[config.mk]
export PLATFORM = sky130hd
export DESIGN_NAME = bitmap_run_length_scanner_top
export DESIGN_NICKNAME = d
export VERILOG_FILES = /design/src/sv/brls_pkg.sv /design/src/sv/brls_front.sv /design/src/sv/brls_queue.sv /design/src/sv/brls_back.sv /design/src/sv/bitmap_run_length_scanner_top.sv
export SDC_FILE = /design/constraint.sdc
export NUM_CORES = 1
export LEC_CHECK = 0
export ABC_AREA = 1
export BUFFER_PORTS_ARGS = -buffer_cell sky130_fd_sc_hd__buf_2
export CORE_MARGIN = 2
export CORE_UTILIZATION = 50
export CTS_CLUSTER_DIAMETER = 150
export CTS_CLUSTER_SIZE = 20
export DETAILED_ROUTE_END_ITERATION = 8
export PLACE_DENSITY = 0.7
export SYNTH_ARGS = -nofsm -noshare
export SYNTH_HDL_FRONTEND = slang
export SYNTH_HIERARCHICAL = 1
export SYNTH_SLANG_ARGS = --single-unit
[constraint.sdc]
create_clock -name clk_i -period 10.1 [get_ports clk_i]
set_input_delay 0 -clock clk_i [delete_from_list [all_inputs] [get_ports clk_i]]
set_output_delay 0 -clock clk_i [all_outputs]
set_load 0.05 [all_outputs]
[src/sv/brls_pkg.sv]
`timescale 1ns / 1ps
// ----------------------------------------------------------------------------
// Bitmap run-length scanner package
// Shared widths, codes, queue entry and result types, run-length helper.
// ----------------------------------------------------------------------------
package brls_pkg;

  localparam int unsigned PosW   = 40;
  localparam int unsigned ByteW  = 8;
  localparam int unsigned OffW   = 3;
  localparam int unsigned CntW   = 4;
  localparam int unsigned CfgIdxW = 1;
  localparam int unsigned InDataW  = 88;
  localparam int unsigned OutDataW = 128;
  localparam int unsigned QDepth = 2;
  localparam int unsigned QPtrW  = 1;
  localparam int unsigned QCntW  = 2;

  typedef enum logic [CfgIdxW-1:0] {
    CFG_BIT_COUNT = 1'b0,
    CFG_ALL_RUNS  = 1'b1
  } cfg_idx_e;

  typedef enum logic [1:0] {
    KIND_CONT     = 2'd0,
    KIND_START    = 2'd1,
    KIND_PAST_END = 2'd2
  } kind_e;

  typedef struct packed {
    logic [ByteW-1:0] data;
    kind_e            kind;
    logic [PosW-1:0]  start;
    logic [PosW-1:0]  cap;
    logic             last;
  } item_t;

  typedef struct packed {
    logic            value;
    logic [PosW-1:0] length;
    logic [PosW-1:0] set_total;
    logic [PosW-1:0] unset_total;
    logic            final_run;
  } result_t;

  // Count of low bits that are zero, 8 when none is set.
  function automatic logic [CntW-1:0] run_len(input logic [ByteW-1:0] diff);
    logic [CntW-1:0] cnt;
    cnt = CntW'(ByteW);
    for (int i = ByteW - 1; i >= 0; i--) begin
      if (diff[i]) begin
        cnt = CntW'(i);
      end
    end
    return cnt;
  endfunction

endpackage

[src/sv/brls_front.sv]
`timescale 1ns / 1ps
// ----------------------------------------------------------------------------
// Bitmap run-length scanner front end
// Unpacks an input transfer and classifies it as scan start, start past the
// end of the bitmap, or continuation byte.
// ----------------------------------------------------------------------------
module brls_front import brls_pkg::*; (
  input  logic               in_valid_i,
  input  logic [InDataW-1:0] in_data_i,
  input  logic               in_first_i,
  input  logic               in_last_i,
  input  logic [PosW-1:0]    bit_count_i,
  output logic               push_o,
  output item_t              item_o
);

  logic [PosW-1:0] start;

  assign start = in_data_i[ByteW +: PosW];

  always_comb begin
    item_o.data  = in_data_i[ByteW-1:0];
    item_o.start = start;
    item_o.cap   = in_data_i[ByteW+PosW +: PosW];
    item_o.last  = in_last_i;
    if (!in_first_i) begin
      item_o.kind = KIND_CONT;
    end else if (start >= bit_count_i) begin
      item_o.kind = KIND_PAST_END;
    end else begin
      item_o.kind = KIND_START;
    end
  end

  assign push_o = in_valid_i;

endmodule

[src/sv/brls_queue.sv]
`timescale 1ns / 1ps
// ----------------------------------------------------------------------------
// Bitmap run-length scanner item queue
// Two-entry queue between front end and run engine.
// ----------------------------------------------------------------------------
module brls_queue import brls_pkg::*; (
  input  logic  clk_i,
  input  logic  rst_ni,
  input  logic  push_i,
  input  item_t item_i,
  output logic  ready_o,
  input  logic  pop_i,
  output logic  valid_o,
  output item_t item_o
);

  item_t            mem_q [QDepth];
  logic [QPtrW-1:0] wr_q, wr_d;
  logic [QPtrW-1:0] rd_q, rd_d;
  logic [QCntW-1:0] cnt_q, cnt_d;
  logic             do_push, do_pop;

  assign ready_o = (cnt_q != QCntW'(QDepth));
  assign valid_o = (cnt_q != '0);
  assign item_o  = mem_q[rd_q];
  assign do_push = push_i && ready_o;
  assign do_pop  = pop_i && valid_o;

  always_comb begin
    wr_d  = do_push ? wr_q + 1'b1 : wr_q;
    rd_d  = do_pop ? rd_q + 1'b1 : rd_q;
    cnt_d = cnt_q;
    if (do_push && !do_pop) begin
      cnt_d = cnt_q + 1'b1;
    end else if (!do_push && do_pop) begin
      cnt_d = cnt_q - 1'b1;
    end
  end

  always_ff @(posedge clk_i or negedge rst_ni) begin
    if (!rst_ni) begin
      wr_q  <= '0;
      rd_q  <= '0;
      cnt_q <= '0;
    end else begin
      wr_q  <= wr_d;
      rd_q  <= rd_d;
      cnt_q <= cnt_d;
    end
  end

  always_ff @(posedge clk_i) begin
    if (do_push) begin
      mem_q[wr_q] <= item_i;
    end
  end

endmodule

[src/sv/brls_back.sv]
`timescale 1ns / 1ps
// ----------------------------------------------------------------------------
// Bitmap run-length scanner run engine
// Walks the queued byte one run segment per cycle while a stalled output does
// not hold it, keeps scan state and drives the result output register.
// ----------------------------------------------------------------------------
module brls_back import brls_pkg::*; (
  input  logic            clk_i,
  input  logic            rst_ni,
  input  logic            head_valid_i,
  input  item_t           head_i,
  output logic            pop_o,
  input  logic [PosW-1:0] bit_count_i,
  input  logic            all_runs_i,
  output logic            out_valid_o,
  input  logic            out_ready_i,
  output result_t         out_o
);

  logic            active_q, active_d;
  logic            mid_q, mid_d;
  logic [OffW-1:0] k_q, k_d;
  logic            val_q, val_d;
  logic [PosW-1:0] pos_q, pos_d;
  logic [PosW-1:0] len_q, len_d;
  logic [PosW-1:0] set_q, set_d;
  logic [PosW-1:0] unset_q, unset_d;
  logic [PosW-1:0] cap_q, cap_d;
  logic            capen_q, capen_d;
  logic            ov_q, ov_d;
  result_t         res_q, res_d;

  logic            start_now, active_e, capen_e, v_e;
  logic [OffW-1:0] k_e;
  logic [PosW-1:0] pos_e, len_e, set_e, unset_e, cap_e, need;
  logic [PosW-1:0] avail, cons_w, len_new;
  logic [CntW-1:0] room, nb, tz, r, cons;
  logic            past, over, avail_le, cap_hit, trans;
  logic [ByteW-1:0] shifted, diff;
  logic            need_emit, emit_final, fire, out_free, pop;
  logic            upd_state, end_scan, keep_mid, is_past;

  assign start_now = (head_i.kind == KIND_START) && !mid_q;
  assign pos_e     = start_now ? head_i.start : pos_q;
  assign len_e     = start_now ? '0 : len_q;
  assign set_e     = start_now ? '0 : set_q;
  assign unset_e   = start_now ? '0 : unset_q;
  assign cap_e     = start_now ? head_i.cap : cap_q;
  assign capen_e   = start_now ? (head_i.cap != '0) : capen_q;
  assign active_e  = start_now ? 1'b1 : active_q;
  assign k_e       = start_now ? head_i.start[OffW-1:0] : (mid_q ? k_q : '0);

  assign past     = (pos_e >= bit_count_i);
  assign avail    = bit_count_i - pos_e;
  assign room     = CntW'(ByteW) - {1'b0, k_e};
  assign avail_le = past ||
                    ((avail[PosW-1:CntW] == '0) && (avail[CntW-1:0] <= room));
  assign nb       = past ? '0 : (avail_le ? avail[CntW-1:0] : room);

  assign shifted = head_i.data >> k_e;
  assign v_e     = (len_e == '0) ? shifted[0] : val_q;
  assign diff    = v_e ? ~shifted : shifted;
  assign tz      = run_len(diff);
  assign r       = (tz < nb) ? tz : nb;

  assign need    = cap_e - len_e;
  assign over    = (len_e >= cap_e);
  assign cap_hit = !all_runs_i && capen_e && (r != '0) &&
                   (over || ((need[PosW-1:CntW] == '0) && (need[CntW-1:0] <= r)));
  assign trans   = (r < nb);

  always_comb begin
    need_emit  = 1'b0;
    emit_final = 1'b0;
    pop        = 1'b0;
    upd_state  = 1'b0;
    end_scan   = 1'b0;
    keep_mid   = 1'b0;
    is_past    = 1'b0;
    cons       = nb;
    case (head_i.kind)
      KIND_PAST_END: begin
        is_past    = 1'b1;
        need_emit  = 1'b1;
        emit_final = 1'b1;
        pop        = 1'b1;
      end
      KIND_START, KIND_CONT: begin
        if (!active_e) begin
          pop = 1'b1;
        end else if (cap_hit) begin
          upd_state  = 1'b1;
          cons       = over ? CntW'(1) : need[CntW-1:0];
          need_emit  = 1'b1;
          emit_final = 1'b1;
          end_scan   = 1'b1;
          pop        = 1'b1;
        end else if (trans) begin
          upd_state = 1'b1;
          cons      = r;
          need_emit = 1'b1;
          if (all_runs_i) begin
            keep_mid = 1'b1;
          end else begin
            emit_final = 1'b1;
            end_scan   = 1'b1;
            pop        = 1'b1;
          end
        end else begin
          upd_state = 1'b1;
          cons      = nb;
          pop       = 1'b1;
          if (avail_le || head_i.last) begin
            need_emit  = 1'b1;
            emit_final = 1'b1;
            end_scan   = 1'b1;
          end
        end
      end
      default: begin
        pop = 1'b1;
      end
    endcase
  end

  assign cons_w   = {{(PosW-CntW){1'b0}}, cons};
  assign len_new  = len_e + cons_w;
  assign out_free = !ov_q || out_ready_i;
  assign fire     = head_valid_i && (!need_emit || out_free);
  assign pop_o    = fire && pop;

  always_comb begin
    active_d = active_q;
    mid_d    = mid_q;
    k_d      = k_q;
    val_d    = val_q;
    pos_d    = pos_q;
    len_d    = len_q;
    set_d    = set_q;
    unset_d  = unset_q;
    cap_d    = cap_q;
    capen_d  = capen_q;
    if (fire && is_past) begin
      active_d = 1'b0;
      mid_d    = 1'b0;
    end else if (fire && upd_state) begin
      active_d = !end_scan;
      mid_d    = keep_mid;
      k_d      = k_e + r[OffW-1:0];
      val_d    = v_e;
      pos_d    = pos_e + cons_w;
      len_d    = keep_mid ? '0 : len_new;
      set_d    = v_e ? set_e + cons_w : set_e;
      unset_d  = v_e ? unset_e : unset_e + cons_w;
      cap_d    = cap_e;
      capen_d  = capen_e;
    end
  end

  always_comb begin
    ov_d  = ov_q && !out_ready_i;
    res_d = res_q;
    if (fire && need_emit) begin
      ov_d              = 1'b1;
      res_d.final_run   = emit_final;
      res_d.value       = is_past ? 1'b0 : v_e;
      res_d.length      = is_past ? '0 : len_new;
      res_d.set_total   = is_past ? '0 : (v_e ? set_e + cons_w : set_e);
      res_d.unset_total = is_past ? '0 : (v_e ? unset_e : unset_e + cons_w);
    end
  end

  always_ff @(posedge clk_i or negedge rst_ni) begin
    if (!rst_ni) begin
      active_q <= 1'b0;
      mid_q    <= 1'b0;
      k_q      <= '0;
      val_q    <= 1'b0;
      pos_q    <= '0;
      len_q    <= '0;
      set_q    <= '0;
      unset_q  <= '0;
      cap_q    <= '0;
      capen_q  <= 1'b0;
      ov_q     <= 1'b0;
    end else begin
      active_q <= active_d;
      mid_q    <= mid_d;
      k_q      <= k_d;
      val_q    <= val_d;
      pos_q    <= pos_d;
      len_q    <= len_d;
      set_q    <= set_d;
      unset_q  <= unset_d;
      cap_q    <= cap_d;
      capen_q  <= capen_d;
      ov_q     <= ov_d;
    end
  end

  always_ff @(posedge clk_i) begin
    res_q <= res_d;
  end

  assign out_valid_o = ov_q;
  assign out_o       = res_q;

endmodule

[src/sv/bitmap_run_length_scanner_top.sv]
`timescale 1ns / 1ps
// ----------------------------------------------------------------------------
// Bitmap run-length scanner
// Finds runs of equal bits in a byte-streamed allocation bitmap.
//
//   Channel   Direction  Handshake                  Payload
//   s_axis    in         s_axis_tvalid/tready       bitmap byte, start, cap
//   m_axis    out        m_axis_tvalid/tready       run value, length, totals
//   cfg       in         cfg_valid_i/cfg_ready_o    register index and value
//
// The run engine handles one segment of a byte per cycle unless a stalled
// output holds it. In all-runs mode each change of value in a byte's scanned
// bits, counting a change against the previous byte, ends a segment and the
// rest of the byte makes one more; in single mode every byte is one segment.
// A two-entry queue lets the front end take bytes while results drain.
// Reset clears all scan state; no scan runs after reset.
// Results wait in an output register; a stalled output holds the run engine
// whenever it has a run to emit.
// ----------------------------------------------------------------------------
module bitmap_run_length_scanner_top import brls_pkg::*; (
  input  logic                clk_i,
  input  logic                rst_ni,
  input  logic                s_axis_tvalid,
  output logic                s_axis_tready,
  // data_byte [7:0], start_bit [47:8], max_run [87:48]
  input  logic [InDataW-1:0]  s_axis_tdata,
  // first [0]
  input  logic                s_axis_tuser,
  input  logic                s_axis_tlast,
  output logic                m_axis_tvalid,
  input  logic                m_axis_tready,
  // run_value [0], run_length [40:1], set_total [80:41], unset_total [120:81]
  output logic [OutDataW-1:0] m_axis_tdata,
  output logic                m_axis_tlast,
  input  logic                cfg_valid_i,
  output logic                cfg_ready_o,
  input  logic [CfgIdxW-1:0]  cfg_index_i,
  input  logic [PosW-1:0]     cfg_data_i
);

  logic [PosW-1:0] bit_count_q, bit_count_d;
  logic            all_runs_q, all_runs_d;
  logic            push, q_ready, head_valid, pop;
  item_t           push_item, head_item;
  result_t         res;

  assign cfg_ready_o = 1'b1;

  always_comb begin
    bit_count_d = bit_count_q;
    all_runs_d  = all_runs_q;
    if (cfg_valid_i) begin
      case (cfg_idx_e'(cfg_index_i))
        CFG_BIT_COUNT: bit_count_d = cfg_data_i;
        CFG_ALL_RUNS:  all_runs_d  = cfg_data_i[0];
        default: ;
      endcase
    end
  end

  always_ff @(posedge clk_i or negedge rst_ni) begin
    if (!rst_ni) begin
      bit_count_q <= '0;
      all_runs_q  <= 1'b0;
    end else begin
      bit_count_q <= bit_count_d;
      all_runs_q  <= all_runs_d;
    end
  end

  brls_front u_front (
    .in_valid_i  (s_axis_tvalid),
    .in_data_i   (s_axis_tdata),
    .in_first_i  (s_axis_tuser),
    .in_last_i   (s_axis_tlast),
    .bit_count_i (bit_count_q),
    .push_o      (push),
    .item_o      (push_item)
  );

  brls_queue u_queue (
    .clk_i   (clk_i),
    .rst_ni  (rst_ni),
    .push_i  (push),
    .item_i  (push_item),
    .ready_o (q_ready),
    .pop_i   (pop),
    .valid_o (head_valid),
    .item_o  (head_item)
  );

  brls_back u_back (
    .clk_i        (clk_i),
    .rst_ni       (rst_ni),
    .head_valid_i (head_valid),
    .head_i       (head_item),
    .pop_o        (pop),
    .bit_count_i  (bit_count_q),
    .all_runs_i   (all_runs_q),
    .out_valid_o  (m_axis_tvalid),
    .out_ready_i  (m_axis_tready),
    .out_o        (res)
  );

  assign s_axis_tready = q_ready;
  assign m_axis_tlast  = res.final_run;
  assign m_axis_tdata  = {{(OutDataW-3*PosW-1){1'b0}},
                          res.unset_total, res.set_total, res.length, res.value};

endmodule

**Yosys cells after proc, flatten, opt, wreduce, memory -nomap -nowiden**

Memory sizes are Yosys's and may differ from the RTL's.
Index checks and enable logic that the tools add are counted.

- Output and inout port bits: 132
- Input bits: 136
- Bits in registers: 375
- Memory bits (writable): 182
- Memories: 1

- Equality and inequality tests: 3
- Bitwise operators: 3
- Add/subtract/negate cells: 12
- Shift operators: 1
- Muxes and demuxes: 64
- $lt $le $gt $ge: 7
- Reduce and logical (&&, ||, !) cells: 42

Memory list:

| name | words | width | read ports | clocked after Yosys merged registers in | wr ports | RTL line | text |
|---|---|---|---|---|---|---|---|
| u_queue.mem_q | 2 | 91 | 1 | 0 | 1 | brls_queue.sv:17 | `item_t mem_q [QDepth];` |

Operators by type and width:

| operator | number |
|---|---|
| two-way mux 40 bit | 8 |
| adder 40 x 4 -> 40 bit | 4 |
| greater-or-equal comparator 40 bit | 3 |
| subtractor 40 bit | 2 |
| logical NOT 36 bit | 2 |
| two-way mux 4 bit | 16 |
| logical NOT 40 bit | 1 |
| nonzero test 40 bit | 1 |
| two-way mux 1 bit | 31 |
| logical AND 1 bit | 16 |
| <= comparator 4 bit | 2 |
| logical NOT 1 bit | 8 |
| < comparator 4 bit | 2 |
| two-way mux 2 bit | 4 |
| two-way mux 8 bit | 1 |
| NOT 8 bit | 1 |
| >> shifter 8 x 3 -> 8 bit | 1 |
| two-way mux 3 bit | 2 |
| AND reduction 2 bit | 3 |
| nonzero test 2 bit | 3 |
| logical OR 1 bit | 5 |
| case mux 1 bit (2 select lines) | 2 |
| nonzero test 4 bit | 1 |
| subtractor 4 x 3 -> 4 bit, first input constant | 1 |
| 10 further kinds | 12 |

**Depth between registers and ports, before layout**

Gate-level depths: netlist of the first run.
An unclocked memory read counts as a cell.

- Depth in word-level cells: 32
- Mapped depth: 88
- Mapped depth without buffers: 78

**Modules after synthesis**

The synthesis of the first run kept the hierarchy.

By module, submodules not included:

| module | times used | area an instance (um2) | cells an instance | seq. area each (um2) |
|---|---|---|---|---|
| brls_back | 1 | 26265.2 | 3889 | 8868.5 |
| brls_queue | 1 | 6854.1 | 504 | 5565.3 |
| brls_front | 1 | 1829.3 | 288 | 0.0 |
| bitmap_run_length_scanner_top | 1 | 1700.4 | 190 | 1026.0 |

**Worst setup path after synthesis of the first run**

OpenSTA, ideal clock, no wires.

- Path kind: register to register
- From: register u_queue.rd_q
- To: register u_back.res_q, in the netlist u_back/out_o[117], data pin
- Cell stages (with the launch flop): 73
- Library setup time: 0.266 ns
- Arrival time: 10.957 ns
- Setup slack: -1.123 ns
- Cells stage by stage: dfrtp_1 -> buf_4 -> buf_4 -> nand2_1 -> nand2_1 -> nand2_2 -> buf_6 -> buf_4 -> buf_2 -> clkbuf_1 -> buf_1 -> clkbuf_1 -> clkbuf_1 -> buf_1 -> clkbuf_1 -> a21oi_1 -> ha_1 -> clkbuf_1 -> [... 37 more ...] -> ha_1 -> inv_1 -> fa_1 -> o21ai_0 -> nand4_1 -> nor2_1 -> nand2_1 -> nor4_1 -> nand4_1 -> nor4_1 -> nand3_1 -> nor4_1 -> nand3_1 -> nor2_1 -> nand4_1 -> xor2_1 -> inv_1 -> nor2_1

RTL lines:

| what | RTL line | text |
|---|---|---|
| start: declaration | brls_queue.sv:19 | `logic [QPtrW-1:0] rd_q, rd_d;` |
| start signal: assignment | brls_queue.sv:47 | `rd_q <= rd_d;` |
| end signal: assignment | brls_back.sv:202 | `res_q <= res_d;` |
| end: declaration | brls_back.sv:31 | `result_t res_q, res_d;` |

==> results of run 1 <==
-- routing by layer --
layer | vias up | part of all wire | global-route usage
li1 | 16170 | - | -
met1 | 15590 | 0.45 | 0.3859
met2 | 1122 | 0.47 | 0.4495
met3 | 128 | 0.062 | 0.02444
met4 | 2 | 0.018 | 0.04848
met5 | - | 0.00017 | 0
-- cell usage in the layout, fill, tap and decap left out, drive strengths merged, types with 21 or more instances in the layout --
master	synthesis	layout
nor3	45	45
o21ai	126	126
edfxtp	304	304
or2	21	21
nand3	215	215
xor2	146	146
ha	154	154
buf	194	411
xnor2	44	44
a21oi	129	129
dlygate4sd3	0	177
dfrtp	253	253
inv	700	700
clkbuf	85	58
nand2	1529	1529
nor4	41	41
nand4	258	258
nor2	528	528
-- how the worst max path moves through the flow --
| stage | startpoint | end | slack, ns |
|---|---|---|---|
| detailed placement | u_queue/rd_q | u_back/out_o[37] | 0.27 |
| finish | u_queue/rd_q | u_back/pos_q[39] | 0.57 |
| global route | u_queue/rd_q | u_back/pos_q[39] | -0.15 |
| CTS | u_queue/rd_q | u_back/unset_q[36] | 0.17 |
| floorplan | u_queue/rd_q | u_back/out_o[117] | -0.01 |
| global placement | u_queue/rd_q | u_back/len_q[32] | 0.45 |
-- cell type report --
class	instances	area, um2	share of cell area
Tap cell	959	1200	0.02837
Sequential cell	557	15460	0.3657
Clock inverter	2	13.76	0.0003255
Inverter	700	2649	0.06263
Antenna cell	2	5.005	0.0001183
Timing Repair Buffer	590	4388	0.1038
Clock buffer	56	869.6	0.02056
Multi-Input combinational cell	3341	17700	0.4186
-- through the flow --
| step | setup WS (ns) | instance area, um2 |
|---|---|---|
| after floorplan | -0.01326 | 36820 |
| after global placement | 0.4502 | 38650 |
| after detailed placement | 0.2664 | 38650 |
| after CTS | 0.1750 | 41340 |
| after global routing | -0.1542 | 42290 |
| final | 0.5701 | 42290 |
-- Yosys cell counts, types with 4 or more instances --
master	number	share of area
ha_1	154	0.053
nand2_2	9	0.0015
dfrtp_1	253	0.17
buf_1	11	0.0011
a21oi_1	129	0.018
a31oi_1	12	0.0020
xor2_1	145	0.035
nand4_1	258	0.044
nand3_1	210	0.029
nor2_1	518	0.053
nor4_1	39	0.0067
xnor2_1	44	0.011
nand3b_1	12	0.0025
or2_2	20	0.0034
fa_1	7	0.0038
o21a_1	9	0.0018
inv_1	696	0.071
mux2i_1	9	0.0025
nand2_1	1519	0.16
inv_2	4	0.00041
edfxtp_1	304	0.25
buf_6	17	0.0052
buf_4	127	0.026
clkbuf_1	85	0.0087
nor2_2	10	0.0017
buf_2	39	0.0053
o21bai_1	10	0.0020
o21ai_0	122	0.017
a21o_1	10	0.0020
nor3_1	43	0.0059
-- sequential cells by signal, summed over array words and instances, names as in the netlist, 3 cells and up --
signal	count
u_back/pos_q	40
u_back/out_o	122
u_back/set_q	40
u_back/k_q	3
u_back/unset_q	40
u_back/cap_q	40
u_queue/mem_q	182
bit_count_q	40
u_back/len_q	40
-- what timing repair did --
action | CTS | global route
endpoints found under the hold margin | 301 | 0
setup endpoints to repair | 0 | 125
resized for setup | 0 | 185
hold buffers | 178 | 0
buffers inserted | 0 | 21
-- logic make-up after synthesis --
kind of cell / count (synthesis)
flip-flops: 557
other: 2
buffers and inverters: 979
adder cells (fa/ha/maj): 161
AO/OA/AOI/OAI: 315
XOR/XNOR: 190
AND/OR/NAND/NOR: 2658
multiplexers: 9
==> results by group, run 1 <==
Clock tree
  – Max Root-Sink Buffers: 3
  – CTS tree: yes
  – H-tree levels: 1
  – Reg clk slew, reported paths: 0.10 ns
  – Root Buffer: clkbuf_16
  – Sink Count: ~560
  – Cts bufs inserted: 31
  – Clock Latency Late Sink: 0.68 ns

Hold path
  – Cell depth of the worst hold path: 2
  – Min-delay src: s_axis_tdata[67]
  – Hold endpoint: u_queue/mem_q[1][20]
  – Worst hold path type: input port to register

Worst setup path
  – CP Class: register to register
  – Critical Path Source Type: register
  – Cell mode on critical path: nand2_1
  – Cell family with most CP delay: simple AND/OR/NAND/NOR gates
  – Path depth of the worst reg2reg path: between 60 and 70
  – Buffers & Inverters on Critical Path: 14
  – Worst EP required: ~11 ns
  – WP depth: slightly below 70
  – Crit. End Element: register
  – Reg2Reg Capture Point: u_back/pos_q[39]
  – Slowest-stage cell, CP: dfrtp_4
  – Worst Path Arrival: roughly 10 ns
  – Crit-path max FO: 16
  – Worst R2R Start: u_queue/rd_q
  – Flop2flop setup slack: about 0.57 ns
  – Worst stage delay on the critical path: approximately 0.54 ns

Timing
  – Fmax: ~100 MHz
  – Final min period: approximately 9.5 ns
  – Setup TNS: 0 ns
  – Pins over their slew limit: 0
  – Fin. Hold Viols: 0
  – Worst hold slack: approximately 0.060 ns
  – Skew final: ~0.067 ns
  – Ratio of final minimum period to clock period: 0.9436
  – Max-slew headroom: 0.2135
  – # setup viols final: 0
  – Worst Tran Pin Value: 1.180 ns

Yosys
  – Post-Synth XOR/XNOR Area: 0.04561
  – Number of synthesized flops with an enable pin: between 300 and 400
  – Flop and latch count out of synthesis: 557
  – Synth Instances: about 4900
  – Syn. warnings: 6
  – Prevailing post-synth register cell: edfxtp_1
  – Ys async rst share: 0.4542
  – Post-synthesis simple-gate area fraction: 0.3081
  – Largest family of logic cells by synthesized area: simple AND/OR/NAND/NOR gates
  – Synth Area in Compound Gates: 0.04725
  – Yosys cell types: between 50 and 60
  – Fraction of synthesized area in multiplexers: 0.002458
  – Synthesized area: about 0.037 mm2
  – Seq/Total Area, Yosys: 0.4218
  – Post-synthesis average cell area: around 7.5 um2
  – Synth Area in Adders: 0.05640

Floorplanning
  – Die footprint: 0.07548 mm2
  – Die Ht: approximately 270 um
  – CORE AREA: between 0.07 and 0.08 mm2
  – Initial Util: 0.5040
  – DIE WIDTH: about 270 um
  – IO Pins: about 270
  – Num rows: 99

Route
  – DR pass1 iterations: 6
  – Routed WL: 105.2 mm
  – Remaining antenna violation count: 0
  – Drc violations: 0
  – Vias post-DR: approximately 33000
  – Initial detailed-routing violation count: between 3000 and 4000
  – Wire per inst: about 17 um
  – Via density: about 5.3

Global routing
  – First-pass GRT wire length: 163.9 mm
  – Vias in the first global route: about 31000
  – Largest net degree at the start of global routing: 211
  – Overflow after GRT: 0
  – Initial antenna violation count: 2
  – GRT Util Overall: 0.2694

Finish
  – Finished Layout Cells: 6207
  – Fin util: 0.5816
  – Post-layout nets: around 5500
  – Layout cells sized above 1: 0.1249
  – Area delta synth->final: 15.39%
  – Fill cells: about 6500

Placed design
  – Gpl congestion: 0.9535
  – DPL Wire Length: 72.34 mm
  – Dpl cells: about 6000
  – Port bufs: 259

Flow run
  – Max-cap viol count: 0

Outcome
  – Outcome: finished, final reports clean
Power of run 1 is left out: the tool's default activity adds up to more than one toggle a clock period on the data nets, which glitch-free logic cannot reach.
==> inputs of run 2 (changes only) <==
- RECOVER_POWER: default -> 25
- SLEW_MARGIN: default -> 25
==> results by group, run 2 (synthesized netlist as in run 1, its figures left out) <==
Worst setup path
  – CP Class: register to register (unchanged)
  – Cell family with most CP delay: simple AND/OR/NAND/NOR gates (unchanged)
  – Slowest-stage cell, CP: dfrtp_4 (unchanged)
  – Crit. End Element: register (unchanged)
  – Buffers & Inverters on Critical Path: 9 (was 14)
  – Worst Path Arrival: 9.87 ns (was 10.08 ns)
  – Cell mode on critical path: nand2_1 (unchanged)
  – Worst EP required: 10.53 ns (was 10.65 ns)
  – Crit-path max FO: 17 (was 16)
  – Worst stage delay on the critical path: 0.54 ns (about the same)
  – Critical Path Source Type: register (unchanged)

Clock tree
  – Root Buffer: clkbuf_16 (unchanged)
  – CTS tree: yes (unchanged)
  – H-tree levels: 1 (unchanged)
  – Clock Latency Late Sink: 0.66 ns (was 0.68 ns)
  – Max Root-Sink Buffers: 3 (unchanged)
  – Cts bufs inserted: 31 (unchanged)
  – Sink Count: 557 (unchanged)
  – Reg clk slew, reported paths: 0.10 ns (about the same)

Timing
  – Pins over their slew limit: 82 (was 0)
  – Max-slew headroom: -1.252 (was 0.2135)
  – Worst hold slack: 0.07504 ns (was 0.06005 ns)
  – Final min period: 9.448 ns (was 9.530 ns)
  – Worst Tran Pin Value: 3.378 ns (was 1.180 ns)
  – Final setup margin: 0.6520 ns (was 0.5701 ns)
  – Fin. Hold Viols: 0 (unchanged)
  – Ratio of final minimum period to clock period: 0.9354 (was 0.9436)
  – # setup viols final: 0 (unchanged)
  – Fmax: 105.8 MHz (was 104.9 MHz)
  – Skew final: 0.04555 ns (was 0.06717 ns)

Floorplanning
  – IO Pins: 268 (unchanged)
  – DIE WIDTH: 274.7 um (unchanged)
  – CORE AREA: 0.07271 mm2 (unchanged)
  – Initial Util: 0.5040 (unchanged)
  – Num rows: 99 (unchanged)
  – Die Ht: 274.7 um (unchanged)
  – Die footprint: 0.07548 mm2 (unchanged)

Finish
  – Max reg flops: 182 (unchanged)
  – Multi-input gate area: 0.01767 mm2 (was 0.01770 mm2)
  – Layout cells sized above 1: 0.09880 (was 0.1249)
  – Most frequent cells in the layout: 1501 x nand2_1, 684 x inv_1, 487 x nor2_1 (was 1503 x nand2_1, 686 x inv_1, 481 x nor2_1)
  – Largest register by flop count: u_queue/mem_q (unchanged)
  – Area delta synth->final: 14.72% (was 15.39%)
  – Register area: 0.01546 mm2 (unchanged)
  – Final instance area: 0.04205 mm2 (was 0.04229 mm2)
  – Post-layout nets: 5515 (was 5518)
  – Most common cell after layout, fill and taps aside: nand2_1 (unchanged)
  – Fill cells: 6640 (was 6540)

Placed design
  – Gpl congestion: 0.9535 (unchanged)
  – Area after DPL: 0.03867 mm2 (was 0.03865 mm2)
  – Setup Slack @ Placement: 0.2387 ns (was 0.2664 ns)
  – DPL Wire Length: 72.51 mm (was 72.34 mm)
  – Port bufs: 259 (unchanged)

Global routing
  – Largest net degree at the start of global routing: 211 (unchanged)
  – First-pass GRT wire length: 165.2 mm (was 163.9 mm)
  – Vias in the first global route: 31040 (was 30690)
  – Initial antenna violation count: 1 (was 2)
  – Overflow after GRT: 0 (unchanged)
  – GRT Util Overall: 0.2713 (was 0.2694)

Route
  – Vias post-DR: 32910 (was 33010)
  – Initial detailed-routing violation count: 3157 (was 3070)
  – Routed WL: 104.9 mm (was 105.2 mm)
  – Via density: 5.305 (was 5.318)
  – Wire per inst: 16.91 um (was 16.96 um)
  – Drc violations: 0 (unchanged)
  – DR pass1 iterations: 6 (unchanged)
  – Remaining antenna violation count: 0 (unchanged)

Outcome
  – Failing checks: max-capacitance violations, max-slew violations
  – Outcome: finished with violations (was finished, final reports clean)

Flow run
  – Max-cap viol count: 2 (was 0)

Hold path
  – Worst hold path type: input port to register (unchanged)
[run 2: changes by cell type in the layout (fill, tap and decap cells not counted), sizes merged]
cell / previous run / this run
buf: 411 / 278
clkbuf: 58 / 188
diode: 2 / 1
[run 2: layout make-up]
| class | instances | share of cell area |
|---|---|---|
| Multi-Input combinational cell | 3341 | 0.4203 |
| Sequential cell | 557 | 0.3678 |
| Timing Repair Buffer | 587 | 0.09927 |
| Inverter | 700 | 0.06300 |
| Tap cell | 959 | 0.02854 |
| Clock buffer | 56 | 0.02068 |
| Clock inverter | 2 | 0.0003273 |
| Antenna cell | 1 | 0.00005952 |
[run 2: final timing paths]
path                                  start                   end  slack, ns  depth (start not counted)
hold / removal             s_axis_tdata[67]  u_queue/mem_q[1][20]       0.08                          2
setup reg to reg               u_queue/rd_q      u_back/out_o[80]       0.65                         61
setup / recovery               u_queue/rd_q      u_back/out_o[80]       0.65                         61
hold reg to reg            u_back/pos_q[26]      u_back/pos_q[26]       0.47                          2
min in group asynchronous            rst_ni         u_back/k_q[0]       1.60                          3
max in group asynchronous            rst_ni          u_queue/rd_q       5.21                          4
[run 2: timing repair]
action,in CTS,in global routing
buffers inserted,0,18
endpoints found under the hold margin,301,0
gates resized for setup,0,180
hold buffers,178,0
endpoints found under the setup margin,0,107
[run 2: metal layers]
layer	up-vias	GRT usage	part of all wire	wire length, um
met4	0	0.05964	0.020	2065
met2	1067	0.4467	0.47	49310
li1	16180	-	-	-
met3	130	0.02618	0.060	6325
met1	15520	0.3885	0.45	47180
met5	-	0	0	0
[run 2: stage by stage]
stage | setup TNS (ns) | instances | utilization
floorplan | -0.01326 | 4877 | -
global placement | 0 | 5945 | 0.5316
detailed placement | 0 | 5946 | 0.5319
CTS | 0 | 6182 | 0.5687
global route | -0.1040 | 6203 | 0.5783
finish | 0 | 6203 | 0.5783
Power of run 2 is left out for the same reason.
